### src/hdl/tds_pkg.sv
`default_nettype none

package tds_pkg;

  // Number of release outputs in the row.
  localparam int unsigned OutputCount = 2;
  // next_index runs 0..OutputCount, so it needs one code beyond the last output.
  localparam int unsigned IdxW   = $clog2(OutputCount + 1);
  localparam int unsigned TicksW = 16;

  typedef enum logic [1:0] {
    FN_TICK   = 2'd0,
    FN_DROP   = 2'd1,
    FN_RELOAD = 2'd2,
    FN_KILL   = 2'd3
  } func_e;

  typedef enum logic [2:0] {
    ERR_NONE      = 3'd0,
    ERR_NO_TIMING = 3'd1,
    ERR_ALL_FIRED = 3'd2,
    ERR_KILL      = 3'd3,
    ERR_NOT_ARMED = 3'd4,
    ERR_BUSY      = 3'd5
  } err_e;

  typedef enum logic [1:0] {
    ST_ERROR    = 2'd0,
    ST_DISARMED = 2'd1,
    ST_DROPPING = 2'd2,
    ST_READY    = 2'd3
  } status_e;

  typedef struct packed {
    func_e func;
    logic  armed;
    logic  kill_asserted;
  } cmd_t;

  typedef struct packed {
    logic       accepted;
    err_e       error_code;
    logic [1:0] drive_levels;
    status_e    status;
    logic [1:0] available;
    logic       busy_res;
    logic       fault_raised;
  } result_t;

endpackage

`default_nettype wire

### src/hdl/tds_core.sv
`default_nettype none

module tds_core (
  input  logic                            clk_i,
  input  logic                            rst_ni,
  input  logic                            cfg_we_i,
  input  logic [tds_pkg::TicksW-1:0]      cfg_data_i,
  input  logic                            cmd_en_i,
  input  tds_pkg::cmd_t                   cmd_i,
  output tds_pkg::result_t                res_o
);
  import tds_pkg::*;

  localparam logic [IdxW-1:0] LastIdx = IdxW'(OutputCount);

  logic [TicksW-1:0]      pulse_ticks_q;
  logic [IdxW-1:0]        next_index_q, next_index_d;
  logic                   running_q, running_d;
  logic [TicksW-1:0]      ticks_left_q, ticks_left_d;
  logic [OutputCount-1:0] levels_q, levels_d;
  logic [TicksW-1:0]      ticks_dec;
  logic                   all_fired;
  logic                   acc;
  err_e                   err;
  logic                   fault;
  status_e                status;

  assign all_fired = (next_index_q >= LastIdx);
  assign ticks_dec = (ticks_left_q != '0) ? ticks_left_q - TicksW'(1) : '0;

  always_comb begin
    next_index_d = next_index_q;
    running_d    = running_q;
    ticks_left_d = ticks_left_q;
    levels_d     = levels_q;
    acc          = 1'b0;
    err          = ERR_NONE;
    fault        = 1'b0;
    unique case (cmd_i.func)
      FN_TICK: begin
        if (running_q) begin
          ticks_left_d = ticks_dec;
          if (ticks_dec == '0) begin
            // pulse done: release everything, advance to the next output
            levels_d     = '0;
            running_d    = 1'b0;
            if (!all_fired) next_index_d = next_index_q + IdxW'(1);
          end
        end
      end
      FN_DROP: begin
        priority if (pulse_ticks_q == '0) begin
          err = ERR_NO_TIMING;
        end else if (all_fired) begin
          err = ERR_ALL_FIRED;
        end else if (cmd_i.kill_asserted) begin
          err = ERR_KILL;
        end else if (!cmd_i.armed) begin
          err = ERR_NOT_ARMED;
        end else if (running_q) begin
          err = ERR_BUSY;
        end else begin
          levels_d     = levels_q | (OutputCount'(1) << next_index_q);
          running_d    = 1'b1;
          ticks_left_d = pulse_ticks_q;
          acc          = 1'b1;
        end
      end
      FN_RELOAD: begin
        if (running_q) begin
          err = ERR_BUSY;
        end else begin
          next_index_d = '0;
          acc          = 1'b1;
        end
      end
      FN_KILL: begin
        // outputs drop at once; timer keeps running to its end
        levels_d = '0;
        fault    = running_q;
      end
      default: ;
    endcase

    priority if (pulse_ticks_q == '0) status = ST_ERROR;
    else if (!cmd_i.armed)            status = ST_DISARMED;
    else if (running_d)               status = ST_DROPPING;
    else                              status = ST_READY;

    res_o.accepted     = acc;
    res_o.error_code   = err;
    res_o.drive_levels = 2'(levels_d);
    res_o.status       = status;
    res_o.available    = 2'(LastIdx - next_index_d);
    res_o.busy_res     = running_d;
    res_o.fault_raised = fault;
  end

  always_ff @(posedge clk_i or negedge rst_ni) begin
    if (!rst_ni) begin
      pulse_ticks_q <= '0;
      next_index_q  <= '0;
      running_q     <= 1'b0;
      ticks_left_q  <= '0;
      levels_q      <= '0;
    end else begin
      if (cfg_we_i) pulse_ticks_q <= cfg_data_i;
      if (cmd_en_i) begin
        next_index_q <= next_index_d;
        running_q    <= running_d;
        ticks_left_q <= ticks_left_d;
        levels_q     <= levels_d;
      end
    end
  end

endmodule

`default_nettype wire

### src/hdl/tds_out_fifo.sv
`default_nettype none

module tds_out_fifo (
  input  logic             clk_i,
  input  logic             rst_ni,
  input  logic             push_i,
  input  tds_pkg::result_t data_i,
  output logic             full_o,
  output logic             valid_o,
  input  logic             pop_i,
  output tds_pkg::result_t data_o
);
  import tds_pkg::*;

  // two entries: one result can wait while the next transaction is taken
  result_t    mem_q [2];
  logic       wr_ptr_q;
  logic       rd_ptr_q;
  logic [1:0] count_q;

  assign full_o  = (count_q == 2'd2);
  assign valid_o = (count_q != 2'd0);
  assign data_o  = mem_q[rd_ptr_q];

  always_ff @(posedge clk_i) begin
    if (push_i) mem_q[wr_ptr_q] <= data_i;
  end

  always_ff @(posedge clk_i or negedge rst_ni) begin
    if (!rst_ni) begin
      wr_ptr_q <= 1'b0;
      rd_ptr_q <= 1'b0;
      count_q  <= 2'd0;
    end else begin
      if (push_i) wr_ptr_q <= ~wr_ptr_q;
      if (pop_i)  rd_ptr_q <= ~rd_ptr_q;
      unique case ({push_i, pop_i})
        2'b10:   count_q <= count_q + 2'd1;
        2'b01:   count_q <= count_q - 2'd1;
        default: count_q <= count_q;
      endcase
    end
  end

endmodule

`default_nettype wire

### src/hdl/timed_dropper_sequencer.sv
// Timed dropper sequencer: fires a row of release outputs one at a time.
// Input channel (in_valid_i / in_stall_o) carries one command transaction:
//   func_i (tick, drop, reload, kill), armed_i and kill_asserted_i.
// Output channel (out_valid_o / out_stall_i) returns exactly one result
//   transaction per command: accepted, error code, output levels, status,
//   outputs still available, busy and kill fault.
// Config channel (cfg_valid_i / cfg_ready_o / cfg_data_i) sets the pulse
//   length in millisecond ticks; always ready, write it only while idle.
// Results: a result is written into the result buffer when its command is
//   taken. Throughput: one command per cycle while the result buffer is not
//   full, with the state update done in the core as each command is taken.
// A two-entry result buffer sits on the output, so the input keeps taking
//   commands while one result waits; in_stall_o rises only when both
//   entries are held by a stalled receiver.
// Reset (rst_ni low, async) clears the pulse length (timing missing),
//   the firing index, the pulse timer, all outputs and the result buffer.
`default_nettype none

module timed_dropper_sequencer (
  input  logic        clk_i,
  input  logic        rst_ni,
  // config write
  input  logic        cfg_valid_i,
  output logic        cfg_ready_o,
  input  logic [15:0] cfg_data_i,
  // command in
  input  logic        in_valid_i,
  output logic        in_stall_o,
  input  logic [1:0]  func_i,
  input  logic        armed_i,
  input  logic        kill_asserted_i,
  // result out
  output logic        out_valid_o,
  input  logic        out_stall_i,
  output logic        accepted_o,
  output logic [2:0]  error_code_o,
  output logic [1:0]  drive_levels_o,
  output logic [1:0]  status_o,
  output logic [1:0]  available_o,
  output logic        busy_res_o,
  output logic        fault_raised_o
);
  import tds_pkg::*;

  cmd_t    cmd;
  result_t core_res;
  result_t out_res;
  logic    fifo_full;
  logic    in_take;
  logic    out_take;

  assign cfg_ready_o = 1'b1;
  assign in_stall_o  = fifo_full;
  assign in_take     = in_valid_i && !fifo_full;
  assign out_take    = out_valid_o && !out_stall_i;

  assign cmd.func          = func_e'(func_i);
  assign cmd.armed         = armed_i;
  assign cmd.kill_asserted = kill_asserted_i;

  // state update and result in one pass
  tds_core u_core (
    .clk_i      (clk_i),
    .rst_ni     (rst_ni),
    .cfg_we_i   (cfg_valid_i && cfg_ready_o),
    .cfg_data_i (cfg_data_i),
    .cmd_en_i   (in_take),
    .cmd_i      (cmd),
    .res_o      (core_res)
  );

  // result buffer decouples the two sides
  tds_out_fifo u_out_fifo (
    .clk_i   (clk_i),
    .rst_ni  (rst_ni),
    .push_i  (in_take),
    .data_i  (core_res),
    .full_o  (fifo_full),
    .valid_o (out_valid_o),
    .pop_i   (out_take),
    .data_o  (out_res)
  );

  assign accepted_o     = out_res.accepted;
  assign error_code_o   = out_res.error_code;
  assign drive_levels_o = out_res.drive_levels;
  assign status_o       = out_res.status;
  assign available_o    = out_res.available;
  assign busy_res_o     = out_res.busy_res;
  assign fault_raised_o = out_res.fault_raised;

`ifndef SYNTHESIS
  a_busy_not_ready: assert property (@(posedge clk_i) disable iff (!rst_ni)
    (out_valid_o && busy_res_o) |-> (status_o != ST_READY))
    else $error("busy result reports ready status");

  a_accept_no_err: assert property (@(posedge clk_i) disable iff (!rst_ni)
    (out_valid_o && accepted_o) |-> (error_code_o == ERR_NONE))
    else $error("accepted result carries an error code");

  a_fault_clears: assert property (@(posedge clk_i) disable iff (!rst_ni)
    (out_valid_o && fault_raised_o) |-> (drive_levels_o == 2'b00 && busy_res_o))
    else $error("kill fault with outputs driven or no pulse running");

  a_stall_only_full: assert property (@(posedge clk_i) disable iff (!rst_ni)
    !out_valid_o |-> !in_stall_o)
    else $error("input stalled with empty result buffer");

  a_no_lost_result: assert property (@(posedge clk_i) disable iff (!rst_ni)
    (in_valid_i && !in_stall_o) |=> out_valid_o)
    else $error("taken transaction left no result");
`endif

endmodule

`default_nettype wire
### config.mk
export PLATFORM = sky130hd
export DESIGN_NAME = timed_dropper_sequencer
export DESIGN_NICKNAME = d
export VERILOG_FILES = /design/src/hdl/tds_pkg.sv /design/src/hdl/tds_core.sv /design/src/hdl/tds_out_fifo.sv /design/src/hdl/timed_dropper_sequencer.sv
export SDC_FILE = /design/constraint.sdc
export NUM_CORES = 1
export LEC_CHECK = 0
export ABC_CLOCK_PERIOD_IN_PS = 6700
export BUFFER_PORTS_ARGS = -buffer_cell sky130_fd_sc_hd__clkbuf_2
export CAP_MARGIN = 20
export CORE_UTILIZATION = 45
export DETAILED_ROUTE_END_ITERATION = 16
export GPL_TIMING_DRIVEN = 0
export PLACE_DENSITY = 0.61
export SLEW_MARGIN = 20
export SYNTH_ARGS = -nofsm -noshare
export SYNTH_HDL_FRONTEND = slang
export SYNTH_SLANG_ARGS = --single-unit
### constraint.sdc
create_clock -name clk_i -period 6.7 [get_ports clk_i]
set_input_delay 0.67 -clock clk_i [delete_from_list [all_inputs] [get_ports clk_i]]
set_output_delay 0.67 -clock clk_i [all_outputs]
set_load 0.03 [all_outputs]
==> key figures <==
Routing
  – Routed wire per std cell: 15.5 um
  – Iteration-0 DRC Markers: 95
  – First-pass DRT Iterations: 4
  – Detailed Route WL: 7.26 mm
  – ANT nets after route: 0
  – Via count of the routed design: 2601
  – DRC viols: 0
  – Routed vias/inst: 5.55

Synthesis
  – Simple-gate share of the synthesized area: 15.0%
  – Main combinational cell family by area after synthesis: simple AND/OR/NAND/NOR gates
  – Syn Nets: 351
  – Synthesis Warnings: 0
  – Post-synthesis adder-cell area fraction: 3.29%
  – Mux contribution to synthesized area: 9.50%
  – Fraction of registers with async set/reset: 63.1%
  – Synth Instances: 317
  – Post-synthesis cell area: 3420 um2
  – Compound-gate portion of the synthesized area: 14.6%
  – Post-synth cell types: 54
  – Average size of a mapped cell: 10.8 um2
  – Post-Synth XOR/XNOR Area: 2.56%
  – Seq cells post-synth: 65
  – Post-synth EDFFs: 24
  – Main synth FF type: dfrtp_1
  – Register area share after synthesis: 51.0%

Floorplanning
  – Core Rows: 31
  – DIE AREA: 7960 um2
  – IO Pins: 40
  – Die X: 89.2 um
  – Core Footprint: 7290 um2
  – Initial Utilization: 46.9%
  – Die H: 89.2 um

STA
  – Final setup TNS: 0 ps
  – Least-Margin Pin Slew: 1030 ps
  – Period utilisation layout: 43.4%
  – Fmax: 0.344 GHz
  – Rel. slew slack: 31.2%
  – Fin. max-slew vios: 0
  – Final setup viols: 0
  – Hold Fails Final Rpt: 0
  – Worst Skew: 12.9 ps
  – RSZ-0062 raised after global routing: no
  – Period minus WS final: 2910 ps

Pwr
  – Comb power frac: 34.1%
  – Pwr Density: 383 nW/um2
  – Peak supply drop: 153 uV
  – Switching Power: 0.561 mW
  – Sequential Power Share: 39.4%
  – Clock power share: 26.5%
  – Sw frac: 36.8%
  – LEAKAGE: 1.59 nW
  – Cell Int Power: 0.963 mW

Worst setup path
  – CP Max Fanout: 6
  – Setup CP Type: flop to flop
  – CP Launch Type: flop
  – Worst EP required: 6780 ps
  – Crit. End Element: flop
  – R2R depth: 9
  – Crit path DAT: 2990 ps
  – RR Endpoint: u_out_fifo.mem_q[1][3]
  – Worst R2R Start: u_core.ticks_left_q[0]
  – R2R Setup Slk: 3790 ps

GRT
  – Tot GR Track Use: 20.4%
  – Global-route wire length before repair: 12.0 mm
  – Largest net degree at the start of global routing: 42
  – Grt total ovfl: 0
  – Initial antenna violation count: 0
  – Vias in the first global route: 2489

Clocking
  – Post-cts sizing count: 0
  – CTS Hold Bufs: 0
  – CTS Buf Count: 9
  – Setup repair bufs after CTS: 0
  – Root buffer cell: clkbuf_8
  – Worst-Skew Late Latency: 350 ps
  – H-tree depth: 3
  – Clock slew at reported path FFs: 80 ps
  – CTS tree: done
  – Clock sinks: 65
  – Clk buf depth: 2

Finish
  – Area growth from synthesis to layout: 16.1%
  – Share of cells above drive strength 1: 25.7%
  – Diodes inserted: 0
  – Multi-input logic area: 1540 um2
  – Filler cells: 700
  – Layout Nets: 399
  – Most common cell after layout, fill and taps aside: dfrtp_1
  – Register area: 1750 um2
  – Most frequent cells in the layout: dfrtp_1, clkbuf_2, mux2_2
  – Finished Cell Area: 3980 um2

Min path
  – Hold WC Path Type: primary input to async pin

Placed design
  – Port Buffer Count: 37
  – Dpl hpwl: 5.20 mm
  – RD Place Congestion: 0.863
  – Placed inst area: 3730 um2

Job
  – MaxCap Viol Count: 0

Outcome
  – Status: finished clean
[power by group through the flow]
| stage | combinational, mW | clock (mW) | sequential [mW] |
|---|---|---|---|
| 2_1_floorplan | 0.410 | 0 | 0.587 |
| 3_3_place_gp | 0.514 | 0 | 0.605 |
| 3_5_place_dp | 0.519 | 0 | 0.607 |
| 4_1_cts | 0.523 | 0.413 | 0.600 |
| 5_1_grt | 0.578 | 0.430 | 0.616 |
| 6_report | 0.520 | 0.404 | 0.601 |
[layer usage]
layer / global-route usage, % / vias up / wire (um)
met1: 25.3 / 1255 / 3250
met4: 6.06 / 0 / 63
met3: 5.36 / 6 / 429
met5: 0 / - / 0
li1: - / 1254 / -
met2: 34.9 / 86 / 3520
[through the flow]
stage	setup slack [ps]	util (%)	instances	total power [mW]	hold WS [ps]
after global placement	3850	51.2	453	1.12	477
after detailed placement	3840	51.2	453	1.13	480
final	3790	54.5	469	1.52	447
after floorplan	4150	-	317	0.997	374
after global routing	3580	54.5	469	1.62	525
after CTS	3830	54.5	469	1.54	494
[Yosys cell counts, types with 2 or more instances]
master	number	area share, %
and2_1	3	0.55
dfrtp_1	41	30
nand3_1	5	0.73
ha_1	9	3.3
a22oi_1	5	1.1
nand2b_1	3	0.55
nor4_1	5	0.91
nor3_1	14	2.0
xnor2_1	7	1.8
clkbuf_1	11	1.2
nand2_1	20	2.2
edfxtp_1	24	21
nor3b_1	2	0.44
o22ai_1	3	0.55
a21oi_1	21	3.1
buf_1	2	0.22
nand4_1	4	0.73
nor2_1	24	2.6
xor2_1	3	0.77
o31a_1	4	1.0
o2bb2ai_1	2	0.51
mux2_2	28	9.2
nor2b_1	2	0.37
inv_1	18	2.0
a32oi_1	3	0.77
o21ai_0	24	3.5
a31oi_1	2	0.37
or2_2	2	0.37
[worst max-delay path: stages, from the launching register on]
cell	delay (ps)
dfrtp_1	420
inv_1	100
ha_1	230
nor4b_4	380
nand2_1	270
nor3_2	290
a31oi_2	100
nor3b_2	450
o221ai_2	220
xnor2_1	170
[area by class of cell]
class                      instances  area share [%]
sequential                        65            43.9
tap                               99            3.12
clock inverter                     7            2.99
buffer                            15            1.70
multi-input combinational        219            38.8
timing repair buffer              37            4.66
clock buffer                       9            3.12
inverter                          18            1.70
[how the worst max path moves through the flow]
stage                                 startpoint                     end
final                     u_core.ticks_left_q[0]  u_out_fifo.mem_q[1][3]
after global routing      u_core.ticks_left_q[0]  u_out_fifo.mem_q[0][3]
after CTS                 u_core.ticks_left_q[0]  u_out_fifo.mem_q[0][3]
after detailed placement  u_core.ticks_left_q[0]  u_out_fifo.mem_q[1][3]
after global placement    u_core.ticks_left_q[0]  u_out_fifo.mem_q[0][3]
after floorplan           u_core.ticks_left_q[0]      u_core.levels_q[0]
[cells by family after synthesis]
family / after synthesis
compound gates: 75
xor+xnor: 10
fa+ha+maj: 9
buf+inv: 33
flops: 65
mux: 29
other cells: 1
simple gates: 95
[sequential cells by signal, indices dropped and copies added (netlist names)]
signal                cells
u_core.running_q          1
u_out_fifo.rd_ptr_q       1
u_core.pulse_ticks_q     16
u_core.next_index_q       2
u_core.ticks_left_q      16
u_out_fifo.count_q        2
u_out_fifo.mem_q         24
u_core.levels_q           2
u_out_fifo.wr_ptr_q       1
No activity file was read; power rests on OpenSTA's default activity.
